--- src/design/bsss_pkg.sv ---
// Package of the broadcast step slice scheduler: field widths, role and
// register codes, and the ring add/subtract used by the shared unit.
// No dependencies.
package bsss_pkg;

    // Field widths
    localparam int IDX_W      = 7;   // rank and slice indices
    localparam int RANK_W     = 8;   // rank count
    localparam int STEP_W     = 3;   // step number and step count
    localparam int CNT_W      = 7;   // slice count
    localparam int NUM_W      = 6;   // slice number
    localparam int ROLE_W     = 2;
    localparam int CFG_W      = 8;   // widest register
    localparam int CFG_ADDR_W = 2;

    localparam int MAX_RANKS_DEFAULT = 128;
    localparam int MAX_SLICES        = 64;

    // Role codes
    typedef enum logic [ROLE_W-1:0] {
        ROLE_IDLE = 2'd0,
        ROLE_SEND = 2'd1,
        ROLE_RECV = 2'd2,
        ROLE_BOTH = 2'd3
    } role_t;

    // Register indexes
    typedef enum logic [CFG_ADDR_W-1:0] {
        REG_RANK_COUNT = 2'd0,
        REG_MY_INDEX   = 2'd1,
        REG_ROOT_INDEX = 2'd2,
        REG_STEP_COUNT = 2'd3
    } cfg_addr_t;

    // Phase codes
    localparam logic ACT_SCATTER   = 1'b0;
    localparam logic ACT_ALLGATHER = 1'b1;

    // Add or subtract on the ring of r ranks; both operands are below r.
    function automatic logic [IDX_W-1:0] ring_op(
        input logic [IDX_W-1:0]  a,
        input logic [IDX_W-1:0]  b,
        input logic              sub,
        input logic [RANK_W-1:0] r
    );
        logic [RANK_W-1:0] t;
        if (sub) begin
            if (a >= b) begin
                t = {1'b0, a} - {1'b0, b};
            end else begin
                t = {1'b0, a} + r - {1'b0, b};
            end
        end else begin
            t = {1'b0, a} + {1'b0, b};
            if (t >= r) begin
                t = t - r;
            end
        end
        return t[IDX_W-1:0];
    endfunction

endpackage

--- src/design/broadcast_step_slice_schedule_core.sv ---
// Top level of the broadcast step slice scheduler: configuration registers,
// setup sequencer and slice emitter around a shared ring add/subtract unit.
// Depends on bsss_pkg.
//
//  channel | direction | handshake          | payload
//  --------+-----------+--------------------+------------------------------------
//  s_      | in        | s_valid / s_ready  | s_action, s_step
//  m_      | out       | m_valid / m_ready  | role, peers, slices, count, number, last
//  cfg_    | in        | cfg_wr_en          | cfg_addr, cfg_wdata
//
// An item runs through setup: a check, then e doublings of the peer delta modulo
// the rank count (e = exponent of the step, up to 6), then stride, distance, role
// on scatter only, and peers; a bad item or a zero slice count goes straight to
// the idle word. Then come up to 64 result words, and the sequencer goes idle.
// s_ready is high only while the sequencer is idle; the last word of an item
// may still wait in the output register while the next item is taken.
// A stalled output holds the emitter. Reset is synchronous, active low, and
// brings the registers to rank_count 2, my_index 0, root_index 0, step_count 1.
module broadcast_step_slice_schedule_core
    import bsss_pkg::*;
#(
    parameter int MAX_RANKS = MAX_RANKS_DEFAULT
) (
    input  logic                  aclk,
    input  logic                  aresetn,
    // configuration
    input  logic                  cfg_wr_en,
    input  logic [CFG_ADDR_W-1:0] cfg_addr,
    input  logic [CFG_W-1:0]      cfg_wdata,
    // input words
    input  logic                  s_valid,
    output logic                  s_ready,
    input  logic                  s_action,
    input  logic [STEP_W-1:0]     s_step,
    // result words
    output logic                  m_valid,
    input  logic                  m_ready,
    output logic [ROLE_W-1:0]     m_role,
    output logic [IDX_W-1:0]      m_send_peer,
    output logic [IDX_W-1:0]      m_recv_peer,
    output logic [IDX_W-1:0]      m_tx_slice,
    output logic [IDX_W-1:0]      m_rx_slice,
    output logic [CNT_W-1:0]      m_slice_count,
    output logic [NUM_W-1:0]      m_slice_number,
    output logic                  m_last
);

    typedef enum logic [2:0] {
        ST_IDLE,
        ST_CHECK,
        ST_POW,
        ST_STRIDE,
        ST_DIST,
        ST_ROLE,
        ST_PEER,
        ST_EMIT
    } state_t;

    // Configuration registers
    logic [RANK_W-1:0] rank_count_reg;
    logic [IDX_W-1:0]  my_index_reg;
    logic [IDX_W-1:0]  root_index_reg;
    logic [STEP_W-1:0] step_count_reg;

    always_ff @(posedge aclk) begin
        if (!aresetn) begin
            rank_count_reg <= RANK_W'(2);
            my_index_reg   <= '0;
            root_index_reg <= '0;
            step_count_reg <= STEP_W'(1);
        end else if (cfg_wr_en) begin
            unique case (cfg_addr)
                REG_RANK_COUNT: rank_count_reg <= cfg_wdata;
                REG_MY_INDEX:   my_index_reg   <= cfg_wdata[IDX_W-1:0];
                REG_ROOT_INDEX: root_index_reg <= cfg_wdata[IDX_W-1:0];
                REG_STEP_COUNT: step_count_reg <= cfg_wdata[STEP_W-1:0];
                default: ;
            endcase
        end
    end

    // Working registers
    state_t            state_reg;
    logic              act_reg;
    logic [STEP_W-1:0] step_reg;
    logic [STEP_W-1:0] exp_reg;
    logic [STEP_W-1:0] iter_reg;
    logic [IDX_W-1:0]  pm_reg;      // peer delta mod r
    logic [IDX_W-1:0]  stride_reg;
    logic [IDX_W-1:0]  dr_reg;
    role_t             role_reg;
    logic [IDX_W-1:0]  speer_reg;
    logic [IDX_W-1:0]  rpeer_reg;
    logic [IDX_W-1:0]  tx_reg;
    logic [IDX_W-1:0]  rx_reg;
    logic [CNT_W-1:0]  cnt_reg;
    logic [NUM_W-1:0]  idx_reg;

    // Output register
    logic              m_valid_reg;
    role_t             m_role_reg;
    logic [IDX_W-1:0]  m_send_peer_reg;
    logic [IDX_W-1:0]  m_recv_peer_reg;
    logic [IDX_W-1:0]  m_tx_slice_reg;
    logic [IDX_W-1:0]  m_rx_slice_reg;
    logic [CNT_W-1:0]  m_slice_count_reg;
    logic [NUM_W-1:0]  m_slice_number_reg;
    logic              m_last_reg;

    // Effective rank count, saturated
    logic [RANK_W-1:0] rank_eff;
    assign rank_eff = (rank_count_reg > RANK_W'(MAX_RANKS)) ? RANK_W'(MAX_RANKS)
                                                            : rank_count_reg;

    // Checks and slice count, worked out in the check cycle
    logic              bad_item;
    logic [STEP_W-1:0] exp_next;
    logic [RANK_W-1:0] pow_next;
    logic [RANK_W:0]   cnt_sum;
    logic [RANK_W:0]   cnt_shift;
    logic [CNT_W-1:0]  cnt_next;

    always_comb begin
        bad_item = (rank_count_reg < RANK_W'(2))
                || ({1'b0, my_index_reg} >= rank_eff)
                || (step_reg >= step_count_reg)
                || ((act_reg == ACT_SCATTER) && ({1'b0, root_index_reg} >= rank_eff));
        exp_next  = (act_reg == ACT_ALLGATHER) ? (step_count_reg - STEP_W'(1) - step_reg)
                                               : step_reg;
        pow_next  = RANK_W'(1) << exp_next;
        cnt_sum   = {1'b0, rank_eff} - (RANK_W+1)'(1) + {1'b0, pow_next};
        cnt_shift = (cnt_sum >> exp_next) >> 1;
        cnt_next  = (cnt_shift > (RANK_W+1)'(MAX_SLICES)) ? CNT_W'(MAX_SLICES)
                                                          : cnt_shift[CNT_W-1:0];
    end

    // Scatter span on the step of this item
    logic              rank_pow2;
    logic              last_step;
    logic [RANK_W-1:0] pow_cur;
    logic [RANK_W-1:0] span;
    logic [RANK_W:0]   span_end;

    always_comb begin
        rank_pow2 = (rank_eff & (rank_eff - RANK_W'(1))) == '0;
        last_step = (step_reg == step_count_reg - STEP_W'(1));
        pow_cur   = RANK_W'(1) << exp_reg;
        if (!rank_pow2 && last_step) begin
            span = (rank_eff > pow_cur) ? (rank_eff - pow_cur) : '0;
        end else begin
            span = pow_cur;
        end
        span_end = {1'b0, span} + {1'b0, pow_cur};
    end

    // Shared ring unit, two lanes: setup uses lane A (and B for the second
    // peer), the emitter steps tx on A and rx on B.
    logic [IDX_W-1:0] lane_a_op_a, lane_a_op_b, lane_a_res;
    logic             lane_a_sub;
    logic [IDX_W-1:0] lane_b_op_a, lane_b_op_b, lane_b_res;

    always_comb begin
        lane_a_op_a = pm_reg;
        lane_a_op_b = pm_reg;
        lane_a_sub  = 1'b0;
        unique case (state_reg)
            ST_DIST: begin
                lane_a_op_a = root_index_reg;
                lane_a_op_b = my_index_reg;
                lane_a_sub  = 1'b1;
            end
            ST_PEER: begin
                lane_a_op_a = my_index_reg;
                lane_a_sub  = (role_reg == ROLE_SEND);
            end
            ST_EMIT: begin
                lane_a_op_a = tx_reg;
                lane_a_op_b = stride_reg;
                lane_a_sub  = 1'b1;
            end
            default: ;
        endcase
        lane_b_op_a = (state_reg == ST_EMIT) ? rx_reg : my_index_reg;
        lane_b_op_b = (state_reg == ST_EMIT) ? stride_reg : pm_reg;
        lane_a_res  = ring_op(lane_a_op_a, lane_a_op_b, lane_a_sub, rank_eff);
        lane_b_res  = ring_op(lane_b_op_a, lane_b_op_b, 1'b1, rank_eff);
    end

    logic out_free;
    logic idx_last;
    assign out_free = !m_valid_reg || m_ready;
    assign idx_last = ({1'b0, idx_reg} + CNT_W'(1)) == cnt_reg;

    // Sequencer and output register
    always_ff @(posedge aclk) begin
        if (!aresetn) begin
            state_reg   <= ST_IDLE;
            m_valid_reg <= 1'b0;
        end else begin
            // output valid: set when the emitter loads a word, cleared when taken
            if ((state_reg == ST_EMIT) && out_free) begin
                m_valid_reg <= 1'b1;
            end else if (m_ready) begin
                m_valid_reg <= 1'b0;
            end
            unique case (state_reg)
                ST_IDLE: begin
                    if (s_valid) begin
                        act_reg   <= s_action;
                        step_reg  <= s_step;
                        state_reg <= ST_CHECK;
                    end
                end
                ST_CHECK: begin
                    exp_reg  <= exp_next;
                    iter_reg <= exp_next;
                    cnt_reg  <= cnt_next;
                    pm_reg   <= IDX_W'(1);
                    role_reg <= ROLE_IDLE;
                    if (bad_item || cnt_next == '0) begin
                        state_reg <= ST_EMIT;
                    end else begin
                        state_reg <= ST_POW;
                    end
                end
                ST_POW: begin
                    // doubling modulo r, once per unit of the exponent
                    if (iter_reg == '0) begin
                        state_reg <= ST_STRIDE;
                    end else begin
                        pm_reg   <= lane_a_res;
                        iter_reg <= iter_reg - STEP_W'(1);
                    end
                end
                ST_STRIDE: begin
                    stride_reg <= lane_a_res;
                    state_reg  <= ST_DIST;
                end
                ST_DIST: begin
                    if (act_reg == ACT_ALLGATHER) begin
                        role_reg  <= ROLE_BOTH;
                        state_reg <= ST_PEER;
                    end else begin
                        dr_reg    <= lane_a_res;
                        state_reg <= ST_ROLE;
                    end
                end
                ST_ROLE: begin
                    // nothing to do leaves role idle, and the emitter sends the idle word
                    if ({1'b0, dr_reg} < span) begin
                        role_reg  <= ROLE_SEND;
                        state_reg <= ST_PEER;
                    end else if (({1'b0, dr_reg} >= pow_cur)
                              && ({2'b0, dr_reg} < span_end)) begin
                        role_reg  <= ROLE_RECV;
                        state_reg <= ST_PEER;
                    end else begin
                        state_reg <= ST_EMIT;
                    end
                end
                ST_PEER: begin
                    idx_reg <= '0;
                    unique case (role_reg)
                        ROLE_SEND: begin
                            speer_reg <= lane_a_res;
                            tx_reg    <= lane_a_res;
                            rpeer_reg <= '0;
                            rx_reg    <= '0;
                        end
                        ROLE_RECV: begin
                            rpeer_reg <= lane_a_res;
                            rx_reg    <= my_index_reg;
                            speer_reg <= '0;
                            tx_reg    <= '0;
                        end
                        default: begin
                            speer_reg <= lane_a_res;
                            tx_reg    <= my_index_reg;
                            rpeer_reg <= lane_b_res;
                            rx_reg    <= lane_b_res;
                        end
                    endcase
                    state_reg <= ST_EMIT;
                end
                ST_EMIT: begin
                    if (out_free) begin
                        if (role_reg == ROLE_IDLE) begin
                            // idle word: all zero, marked last
                            m_role_reg         <= ROLE_IDLE;
                            m_send_peer_reg    <= '0;
                            m_recv_peer_reg    <= '0;
                            m_tx_slice_reg     <= '0;
                            m_rx_slice_reg     <= '0;
                            m_slice_count_reg  <= '0;
                            m_slice_number_reg <= '0;
                            m_last_reg         <= 1'b1;
                            state_reg          <= ST_IDLE;
                        end else begin
                            m_role_reg         <= role_reg;
                            m_send_peer_reg    <= speer_reg;
                            m_recv_peer_reg    <= rpeer_reg;
                            m_tx_slice_reg     <= role_reg[0] ? tx_reg : '0;
                            m_rx_slice_reg     <= role_reg[1] ? rx_reg : '0;
                            m_slice_count_reg  <= cnt_reg;
                            m_slice_number_reg <= idx_reg;
                            m_last_reg         <= idx_last;
                            tx_reg             <= lane_a_res;
                            rx_reg             <= lane_b_res;
                            idx_reg            <= idx_reg + NUM_W'(1);
                            if (idx_last) begin
                                state_reg <= ST_IDLE;
                            end
                        end
                    end
                end
                default: state_reg <= ST_IDLE;
            endcase
        end
    end

    assign s_ready        = (state_reg == ST_IDLE);
    assign m_valid        = m_valid_reg;
    assign m_role         = m_role_reg;
    assign m_send_peer    = m_send_peer_reg;
    assign m_recv_peer    = m_recv_peer_reg;
    assign m_tx_slice     = m_tx_slice_reg;
    assign m_rx_slice     = m_rx_slice_reg;
    assign m_slice_count  = m_slice_count_reg;
    assign m_slice_number = m_slice_number_reg;
    assign m_last         = m_last_reg;

endmodule

--- config.mk ---
export PLATFORM = sky130hd
export DESIGN_NAME = broadcast_step_slice_schedule_core
export DESIGN_NICKNAME = d
export VERILOG_FILES = /design/src/design/bsss_pkg.sv /design/src/design/broadcast_step_slice_schedule_core.sv
export SDC_FILE = /design/constraint.sdc
export NUM_CORES = 1
export LEC_CHECK = 0
export BUFFER_PORTS_ARGS = -buffer_cell sky130_fd_sc_hd__buf_4
export CORE_MARGIN = 2
export CORE_UTILIZATION = 55
export DETAILED_ROUTE_END_ITERATION = 8
export GPL_TIMING_DRIVEN = 0
export PLACE_DENSITY_LB_ADDON = 0.05
export RECOVER_POWER = 50
export SLEW_MARGIN = 10
export SYNTH_ARGS = -nofsm -noshare
export SYNTH_HDL_FRONTEND = slang
export SYNTH_SLANG_ARGS = --single-unit
export TNS_END_PERCENT = 5
--- constraint.sdc ---
create_clock -name aclk -period 14.8 [get_ports aclk]
set_input_delay 0 -clock aclk [delete_from_list [all_inputs] [get_ports aclk]]
set_output_delay 0 -clock aclk [all_outputs]
set_load 0.005 [all_outputs]
==> results by group, run 1 <==
STA
  – Final Hold Viols: 0
  – Setup TNS: 0 ns
  – Worst Clk Skew: approximately 0.012 ns
  – Unrepaired setup endpoints after global routing: no
  – Tmin final: 6.67 ns
  – Tcrit/Tclk final: a little under half
  – Slew margin rel.: under 10%
  – Max Clk Rate: roughly 150 MHz
  – Final setup viols: 0
  – Worst slew pin tran: between 1 and 1.5 ns
  – Slew Viols, Final: 0

Worst setup path
  – Critical Path AT: 6.80 ns
  – Crit path kind: reg2reg
  – Crit-path max FO: 10
  – Worst endpoint required time: 14.93 ns
  – Critical path startpoint category: flop
  – Setup crit end kind: flop

CTS
  – Clk_lat worst skew: around 0.43 ns
  – CTS H-tree lvls: 4
  – Reg clk slew, reported paths: 0.07 ns
  – CTS Buf Count: 17
  – CTS resizes: 0
  – Post-CTS setup buffers: 0
  – CTS Root Cell: clkbuf_16
  – CTS tree: done
  – Clock Tree Buf Depth: 2
  – Hold Buf Count CTS: 13
  – CTS Sinks: 147

Synth
  – Post-synth top flop: edfxtp_1
  – Area leader, netlist: edfxtp_1
  – Yosys cell types: 92
  – Synthesized area per cell: 9.55 sq um
  – Count leader, synth: inv_1
  – Number of synthesized flops with an enable pin: 118
  – Syn nets: 1364
  – Asr flop ratio synth: 0%
  – Seq/Total Area, Yosys: approximately 36%
  – Synth Cell Area: about 12000 sq um
  – Flops & latches, synth: between 100 and 150
  – Cell count after synthesis: 1209
  – Commonest cells post-synth: 124 x inv_1, 118 x edfxtp_1, 116 x ha_1
  – Synth top area share: between 30% and 40%
  – Ranking of synthesized cells by area: edfxtp_1 31%, ha_1 13%, dfxtp_1 5.0%
  – Yosys warning count: 0

Route
  – Post-DRT Antenna Nets: 0
  – Pre-antenna DRT Iters: 5
  – DRT iter0 DRCs: between 800 and 900
  – Drt wl/cell: approximately 19 microns
  – Total wire length: 30800 microns
  – Drt drc: 0
  – Via density: 5.94
  – Vias post-DR: 9478

Cells and area
  – Syn-to-layout area delta: 13.7%
  – Filler cells: 1818
  – Antenna cell count: 0
  – Layout cell share with drive strength beyond 1: 11.5%
  – Register area: 4120 sq um
  – Largest register FFs: 8
  – Multi-input combinational cell area: 6770 sq um
  – NumNets Final: 1463

Die
  – IO Pins: 65
  – Core ar.: between 20000 and 25000 sq um
  – Initial Utilization: 55.5%
  – Row cnt: 53
  – Die Y: ~150 microns
  – Die footprint: 22200 sq um
  – Die W: 149 microns

Global routing
  – First-pass GRT wire length: a little under 50000 microns
  – Largest net degree at the start of global routing: 24
  – Grt ovf: 0
  – Vias in the first global route: 8913
  – Global-route usage over all layers: 28.7%
  – Initial antenna violation count: 0

Min path
  – Worst Hold Class: in2reg

Flow run
  – Max Cap Viol: 0

Placed design
  – Final HPWL DP: between 20000 and 25000 microns
  – Port bufs: 64
  – Placer Congestion: around 1

Status
  – Status: finished clean
## logic make-up after synthesis
kind of cell / count (synthesis) / synth area share [%]
xor+xnor: 51 / 4.24
fa+ha+maj: 138 / 16.2
simple gates: 377 / 17.0
flops: 147 / 35.7
buf+inv: 167 / 5.70
compound gates: 273 / 16.2
mux: 56 / 4.91
## metrics by stage
step                cells  instance area [sq um]  utilization, %  hold WS [ns]  setup slack, ns
floorplan            1209                  11500               -        0.0989             9.58
global placement     1548                  12400            59.4         0.179             8.33
detailed placement   1551                  12400            59.7         0.179             8.30
CTS                  1596                  13200            63.2       0.00421             8.31
global route         1596                  13100            63.1        0.0344             7.85
finish               1596                  13100            63.1        0.0274             8.13
## layout make-up
type	instances	share of cell area [%]
buffer	40	1.34
timing repair buffer	80	4.83
tap	275	2.62
clock inverter	15	1.35
sequential	147	31.4
inverter	127	3.65
clock buffer	17	3.24
multi-input combinational	895	51.6
## worst max-delay path, stage by stage, from the launching register on
cell      delay [ns]
dfxtp_1         0.38
clkbuf_1        0.34
clkbuf_1        0.48
clkbuf_1        0.41
o22ai_1         0.17
a221o_1         0.38
inv_1           0.19
ha_1            0.31
a21o_1          0.20
a21oi_1         0.24
o21bai_1        0.13
a21oi_1         0.25
xnor2_1         0.18
ha_1            0.34
and4b_1         0.22
a311oi_1        0.32
a211o_1         0.19
buf_6           0.15
mux2_2          0.34
mux2i_1         0.91
o21ai_0         0.24
## final timing paths
| check | from | end | slack [ns] | depth (start not counted) |
|---|---|---|---|---|
| worst min-delay path | s_valid | state_reg[1] | 0.03 | 4 |
| worst min register to register | step_count_reg[1] | step_count_reg[1] | 0.53 | 2 |
| worst max-delay path | state_reg[1] | tx_reg[2] | 8.13 | 20 |
| worst max register to register | state_reg[1] | tx_reg[2] | 8.13 | 20 |
## cells in the final DEF, fill, tap and decap left out, types with 35 or more instances in the layout
master,synthesis,final
edfxtp_1,118,118
mux2i_1,51,51
clkbuf_1,27,35
clkbuf_4,0,46
nand2_1,79,79
inv_1,124,124
nor2_1,94,95
ha_1,116,116
a21oi_1,80,80
nor2b_1,64,64
o21ai_0,35,35
## routing by layer
metal	part of all wire (%)	track usage, %	vias up
met1	43	40.4	4493
met2	45	45.1	377
li1	-	-	4547
met3	7.9	3.88	61
met4	3.3	11.1	0
met5	0	0	-
Power of run 1 is not shown: default switching activity piles up to over one toggle a cycle in this logic, so the estimate is an artifact.
==> run 2, diff against run 1 <==
--- a/config.mk
+++ b/config.mk
@@ -5,6 +5,7 @@
 export SDC_FILE = /design/constraint.sdc
 export NUM_CORES = 1
 export LEC_CHECK = 0
+export ABC_AREA = 1
 export BUFFER_PORTS_ARGS = -buffer_cell sky130_fd_sc_hd__buf_4
 export CORE_MARGIN = 2
 export CORE_UTILIZATION = 55
==> constraint.sdc (replaced) <==
create_clock -name aclk -period 6.7 [get_ports aclk]
set_input_delay 0 -clock aclk [delete_from_list [all_inputs] [get_ports aclk]]
set_output_delay 0 -clock aclk [all_outputs]
set_load 0.005 [all_outputs]
==> run 2 against run 1 <==
Effect of this change:
- count of clock-buffer cells in the layout up 1
- via count down 0.30%
- critical path depth up 4
- largest cell class unchanged
- non-clock buffer count down 8
- synthesized cell count up 15%
- global-route usage down 2.5 points
- highest routed layer unchanged
- design area down 3.7%
- routed wire length down 12%
- clock skew down 0.0015 ns
- register-to-register slack worse by 7.5 ns
- hold slack better by 0.28 ns
- critical path type unchanged
- die area down 4.1%
==> results by group, run 2 <==
CTS
  – Clock Tree Buf Depth: 2 (unchanged)
  – CTS tree: done
  – Reg clk slew, reported paths: 0.06 ns (about the same)
  – Clk_lat worst skew: 0.43 ns (about the same)
  – CTS Root Cell: clkbuf_16
  – CTS Buf Count: 17 (unchanged)
  – CTS resizes: 0 (unchanged)
  – CTS H-tree lvls: 4 (unchanged)
  – CTS Sinks: 147 (unchanged)

Power
  – Leakage: 6.00 nW
  – Sw Ratio: slightly above 50%
  – P_sw: around 3.4 mW
  – Peak VDD IR: ~520 uV
  – Power Dens Cells: 521 nW/um^2
  – Comb pwr share: approximately two thirds
  – Sequential power share: 21.3%
  – Internal: 3.18 mW
  – Clock network power share: between 10% and 20%

Synth
  – Asr flop ratio synth: 0% (unchanged)
  – Area leader, netlist: edfxtp_1
  – Number of synthesized flops with an enable pin: 118 (unchanged)
  – Synth top area share: 32.0% (+1.4 points)
  – Post-Synth XOR/XNOR Area: 3.56% (-0.67 points)
  – Post-synthesis simple-gate area fraction: 20.6% (+3.6 points)
  – Adder-cell share of the synthesized area: 16.7% (+0.54 points)
  – Synth Cell Area: 11100 sq um (-4.2%)
  – Combinational family with the most area after synthesis: simple AND/OR/NAND/NOR gates
  – Syn nets: 1546 (+13%)
  – Yosys warning count: 0 (unchanged)
  – Multiplexer share of the synthesized area: 0% (-4.9 points)
  – Synthesized area per cell: 7.95 sq um (-17%)
  – Count leader, synth: inv_1
  – Post-synth top flop: edfxtp_1
  – Cell count after synthesis: 1391 (+15%)
  – Commonest cells post-synth: 258 x inv_1, 256 x nand2_1, 169 x nor2_1
  – Flops & latches, synth: 147 (unchanged)
  – Yosys cell types: 53 (-42%)
  – Seq/Total Area, Yosys: 37.3% (+1.6 points)
  – Synth Area in Compound Gates: 11.9% (-4.3 points)
  – Ranking of synthesized cells by area: edfxtp_1 32%, ha_1 13%, inv_1 8.8%

Worst setup path
  – CP max-delay cell: a21boi_1
  – R2r worst-path depth: 24 (+20%)
  – Worst path max stage delay: 0.80 ns (-0.11 ns)
  – Most used cell, CP: inv_1
  – Worst r2r dst: stride_reg[5]
  – Crit-path max FO: 10 (unchanged)
  – Reg2reg start: state_reg[2]
  – CP Cell Sequence: inv_1, nor2_1, clkbuf_1, inv_1, o221ai_1, o21ai_0, inv_1, ha_1, inv_1, fa_1, o31ai_1, a21oi_1, nor2_1, nor2_1, xor2_1, ha_1, nand2_1, nor3_1, nand3_1, nand3_1, a21oi_1, o21ai_0, a21boi_1, inv_1
  – Critical Path AT: 6.20 ns (-0.60 ns)
  – FF-to-FF setup slack: 0.64 ns (-7.49 ns)
  – Critical path startpoint category: flop
  – Worst endpoint required time: 6.83 ns (-8.10 ns)
  – Setup crit end kind: flop
  – Crit path kind: reg2reg

Die
  – Core ar.: 19600 sq um (-5.9%)
  – Initial Utilization: 56.5% (+0.99 points)
  – Die W: 146 microns (-2.1%)
  – Die footprint: 21300 sq um (-4.1%)
  – Row cnt: 51 (-3.8%)
  – IO Pins: 65 (unchanged)
  – Die Y: 146 microns (-2.1%)

Placed design
  – Final HPWL DP: 21600 microns (-9.4%)
  – Port bufs: 63 (-1.6%)
  – Placer Congestion: 0.997 (-0.35%)

Min path
  – Worst hold stages: 2 (-2)
  – Hold path start: s_action
  – Worst Hold Class: in2reg
  – Hold EP: act_reg

STA
  – Setup TNS: 0 ns (unchanged)
  – Worst Clk Skew: 0.0107 ns (-0.00147 ns)
  – Final Hold Viols: 0 (unchanged)
  – Slew margin rel.: 31.6% (+24 points)
  – Tcrit/Tclk final: 90.5% (+45 points)
  – Unrepaired setup endpoints after global routing: no
  – Hold WS: 0.308 ns (+0.280 ns)
  – Worst slew pin tran: 1.02 ns (-0.369 ns)
  – Slew Viols, Final: 0 (unchanged)
  – Max Clk Rate: 165 MHz (+10%)
  – Tmin final: 6.06 ns (-0.606 ns)
  – Final setup viols: 0 (unchanged)

Route
  – Post-DRT Antenna Nets: 0 (unchanged)
  – Drt wl/cell: 15.4 microns (-21%)
  – Vias post-DR: 9450 (-0.30%)
  – Total wire length: 27300 microns (-12%)
  – Via density: 5.32 (-10%)
  – Drt drc: 0 (unchanged)
  – Pre-antenna DRT Iters: 5 (unchanged)
  – DRT iter0 DRCs: 726 (-11%)

Cells and area
  – NumNets Final: 1653 (+13%)
  – Commonest non-fill, non-tap cell in the layout: inv_1
  – Antenna cell count: 0 (unchanged)
  – Syn-to-layout area delta: 14.3%
  – End-of-flow core utilization: 64.6% (+1.5 points)
  – Largest register FFs: 8 (unchanged)
  – Most frequent cells in the layout: 259 x inv_1, 256 x nand2_1, 170 x nor2_1
  – Layout cell share with drive strength beyond 1: 7.94% (-3.6 points)

Global routing
  – Largest net degree at the start of global routing: 17 (-29%)
  – Global-route usage over all layers: 26.2% (-2.5 points)
  – First-pass GRT wire length: 43800 microns (-9.9%)
  – Vias in the first global route: 8602 (-3.5%)
  – Grt ovf: 0 (unchanged)
  – Initial antenna violation count: 0 (unchanged)

Flow run
  – Max Cap Viol: 0 (unchanged)

Status
  – Status: finished clean
[run 2: cell types whose count changed after synthesis, moves of 14 or more]
cell,previous run,this run
o21ai_0,35,80
and3_1,18,0
nand2b_1,18,0
nor2b_1,64,0
inv_1,124,258
mux2i_1,51,0
nand3_1,22,68
nor2_1,94,169
xnor2_1,29,15
nand2_1,79,256
[run 2: timing repair]
item / in CTS / in global routing
hold buffers: 20 / 0
hold endpoints to repair: 31 / 0
setup buffers: 0 / 0
[run 2: power by group through the flow]
| stage | Clock (mW) | Sequential (mW) | Combinational (mW) |
|---|---|---|---|
| after floorplan | 0 | 1.40 | 2.94 |
| after global placement | 0 | 1.42 | 4.12 |
| after detailed placement | 0 | 1.42 | 4.17 |
| after CTS | 0.900 | 1.40 | 4.20 |
| after global routing | 0.936 | 1.41 | 4.78 |
| final | 0.894 | 1.40 | 4.29 |
[run 2: metal layers]
layer / vias to the layer above / GRT usage, % / part of all wire (%)
met5: - / 0 / 0
met4: 0 / 8.04 / 2.1
met3: 45 / 4.42 / 7.1
met2: 319 / 40.7 / 44
met1: 4283 / 37.6 / 47
li1: 4803 / - / -
[run 2: worst max-delay path by stage]
stage                        to  slack (ns)  depth (start not counted)    startpoint
2_1_floorplan            m_last        2.00                          6  state_reg[0]
3_3_place_gp   m_slice_count[3]        0.73                          6  state_reg[2]
3_5_place_dp      stride_reg[5]        0.88                         24  state_reg[2]
4_1_cts           stride_reg[5]        0.88                         24  state_reg[2]
5_1_grt               tx_reg[5]        0.17                         24  state_reg[2]
6_report          stride_reg[5]        0.64                         24  state_reg[2]
[run 2: critical path, delay by kind of cell, from the launching register on]
family,cells,cell delay [ns]
AOI/OAI and AO/OA,7,1.95
xor gates and xnor gates,1,0.16
adders and majority gates,3,0.95
buffers and inverters,6,1.21
DFF,1,0.42
and+or+nand+nor,7,1.06
[run 2: per-stage QoR]
step	setup WS (ns)	power, mW	instances	area, sq um
2_1_floorplan	2.00	4.34	1391	11100
3_3_place_gp	0.730	5.54	1719	11900
3_5_place_dp	0.885	5.59	1724	11900
4_1_cts	0.879	6.50	1776	12700
5_1_grt	0.168	7.13	1776	12600
6_report	0.635	6.58	1776	12600
[run 2: cells by family after synthesis]
kind of cell / Yosys count
simple gates: 548
flops: 147
buf+inv: 288
xor+xnor: 45
fa+ha+maj: 136
compound gates: 227
[run 2: final cells by class]
class	count	area [sq um]
Fill cell	1755	6940
Multi-Input combinational cell	956	5850
Sequential cell	147	4120
Inverter	264	993
Timing Repair Buffer	88	707
Clock buffer	18	429
Tap cell	265	332
Clock inverter	14	119
Buffer	24	93.8
Note: power is estimated with default switching activity, not from simulation.
==> run 3, diff against run 2 <==
--- a/config.mk
+++ b/config.mk
@@ -5,13 +5,12 @@
 export SDC_FILE = /design/constraint.sdc
 export NUM_CORES = 1
 export LEC_CHECK = 0
-export ABC_AREA = 1
 export BUFFER_PORTS_ARGS = -buffer_cell sky130_fd_sc_hd__buf_4
 export CORE_MARGIN = 2
 export CORE_UTILIZATION = 55
 export DETAILED_ROUTE_END_ITERATION = 8
 export GPL_TIMING_DRIVEN = 0
-export PLACE_DENSITY_LB_ADDON = 0.05
+export PLACE_DENSITY = 0.81
 export RECOVER_POWER = 50
 export SLEW_MARGIN = 10
 export SYNTH_ARGS = -nofsm -noshare
==> run 3 against run 2 <==
Effect of this change:
- design area is 3.8% higher
- cell count is 10% lower
- count of clock-buffer cells in the layout is 1 lower
- sequential cell count stayed put
- routed wire length is 13% higher
- clock skew is 0.0079 ns higher
- via count is 1.1% higher
- critical path depth is 4 lower
- core utilization is 1.5 points lower
- fmax is 4.8% lower
- sequential share of layout area is 1.2 points lower
==> results by group, run 3 (synthesis results as in run 1) <==
Worst setup path
  – Worst endpoint required time: 6.82 ns (about the same)
  – Setup crit end kind: flop
  – CP max-delay cell: a32oi_1
  – Critical Path AT: 6.49 ns (+0.29 ns)
  – CP Cell Sequence: buf_2, buf_1, clkbuf_1, o22ai_1, a221o_1, inv_1, ha_1, a21o_1, a21oi_1, o21bai_1, a21oi_1, xnor2_1, ha_1, and4b_1, a311oi_1, a211o_1, buf_6, mux2_2, a32oi_1, inv_1
  – Worst path max stage delay: 0.79 ns (about the same)
  – Crit path kind: reg2reg
  – CP top delay family: compound AO/OA/AOI/OAI gates
  – Critical path startpoint category: flop
  – Crit-path max FO: 10 (unchanged)
  – Worst path buffer plus inverter count: 6 (unchanged)

Global routing
  – Top Usage Layer GRT: met2
  – Vias in the first global route: 9335 (+8.5%)
  – Initial antenna violation count: 0 (unchanged)
  – Met2 Usage GRT: 46.6% (+5.9 points)
  – First-pass GRT wire length: 48900 microns (+11%)
  – Global-route usage over all layers: 28.7% (+2.5 points)
  – Largest net degree at the start of global routing: 44 (+27)
  – Met3 Resource Use GR: 4.92% (+0.50 points)
  – Met1 usage: 37.7% (+0.047 points)
  – Grt ovf: 0 (unchanged)

STA
  – Final setup viols: 0 (unchanged)
  – Tcrit/Tclk final: 95.1% (+4.6 points)
  – Final Hold Viols: 0 (unchanged)
  – Slew margin rel.: 4.58% (-27 points)
  – Worst Clk Skew: 0.0186 ns (+0.00790 ns)
  – Unrepaired setup endpoints after global routing: no
  – Slew Viols, Final: 0 (unchanged)
  – Tmin final: 6.37 ns (+0.309 ns)
  – Hold WS: 0.0217 ns (-0.286 ns)
  – Setup TNS: 0 ns (unchanged)
  – Max Clk Rate: 157 MHz (-4.8%)
  – Worst slew pin tran: 1.43 ns (+0.412 ns)

CTS
  – CTS Root Cell: clkbuf_16
  – CTS tree: done
  – CTS H-tree lvls: 4 (unchanged)
  – CTS Buf Count: 17 (unchanged)
  – Reg clk slew, reported paths: 0.07 ns (about the same)
  – Clock Tree Buf Depth: 2 (unchanged)
  – Clk_lat worst skew: 0.44 ns (about the same)
  – CTS Sinks: 147 (unchanged)

Cells and area
  – Largest register FFs: 8 (unchanged)
  – Commonest non-fill, non-tap cell in the layout: inv_1
  – Non-filler cells, final: 1595 (-10%)
  – Register area: 4120 sq um (unchanged)
  – Syn-to-layout area delta: 13.7%
  – Multi-input combinational cell area: 6780 sq um (+16%)
  – Layout cell share with drive strength beyond 1: 11.7% (+3.8 points)
  – Most frequent cells in the layout: 124 x inv_1, 118 x edfxtp_1, 116 x ha_1
  – NumNets Final: 1463 (-11%)
  – Filler cells: 1736 (-1.1%)
  – Antenna cell count: 0 (unchanged)

Die
  – IO Pins: 65 (unchanged)
  – Die W: 149 microns (+2.1%)
  – Core ar.: 20800 sq um (+6.3%)
  – Die Y: 149 microns (+2.1%)
  – Initial Utilization: 55.5% (-0.99 points)
  – Die footprint: 22200 sq um (+4.3%)
  – Row cnt: 53 (+3.9%)

Route
  – DRT iter0 DRCs: 1036 (+43%)
  – Drt wl/cell: 19.4 microns (+26%)
  – Total wire length: 30900 microns (+13%)
  – Vias post-DR: 9557 (+1.1%)
  – Post-DRT Antenna Nets: 0 (unchanged)
  – Pre-antenna DRT Iters: 6 (+1)
  – Drt drc: 0 (unchanged)
  – Via density: 5.99 (+13%)

Placed design
  – Port bufs: 64 (+1.6%)
  – Final HPWL DP: 23400 microns (+8.7%)
  – Placer Congestion: 0.987 (-1.0%)
  – Placed cells: 1551 (-10%)

Status
  – Status: finished clean

Flow run
  – Max Cap Viol: 0 (unchanged)

Min path
  – Worst Hold Class: in2reg
[run 3: final cells by class]
cell class / instances / area share, %
buffer: 40 / 1.35
clock buffer: 17 / 3.24
clock inverter: 14 / 1.26
inverter: 127 / 3.65
multi-input combinational: 895 / 51.6
sequential: 147 / 31.4
tap: 275 / 2.62
timing repair buffer: 80 / 4.83
[run 3: stage by stage]
stage | instance area (sq um) | utilization (%) | setup slack [ns]
final | 13100 | 63.1 | 0.327
after floorplan | 11500 | - | 1.48
after global routing | 13100 | 63.1 | 0.117
after detailed placement | 12400 | 59.7 | 0.316
after global placement | 12400 | 59.4 | 0.356
after CTS | 13100 | 63.1 | 0.273
[run 3: final timing paths]
| kind | from | end | slack [ns] | cells past startpoint |
|---|---|---|---|---|
| worst min-delay path | m_ready | m_valid | 0.02 | 3 |
| worst max-delay path | state_reg[1] | stride_reg[0] | 0.33 | 20 |
| worst min register to register | speer_reg[5] | m_send_peer[5] | 0.53 | 1 |
| worst max register to register | state_reg[1] | stride_reg[0] | 0.33 | 20 |
[run 3: worst reg2reg max path, delay by kind of cell (launching register included)]
| family | cells | cell delay [ns] |
|---|---|---|
| simple gates | 1 | 0.22 |
| compound gates | 9 | 2.61 |
| fa+ha+maj | 2 | 0.69 |
| flops | 1 | 0.39 |
| mux | 1 | 0.26 |
| xor+xnor | 1 | 0.13 |
| buf+inv | 6 | 1.73 |
[run 3: timing repair]
item / CTS / global route
setup buffers: 0 / 0
hold endpoints to repair: 30 / 0
setup endpoints to repair: 0 / 3
hold buffers: 13 / 0
gates resized for setup: 0 / 2
[run 3: layer usage]
layer / wire length (microns) / up-vias
met2: 14300 / 445
li1: - / 4548
met4: 1280 / 0
met5: 0 / -
met3: 2590 / 87
met1: 12700 / 4477
Power of run 3 is left out for the same reason.
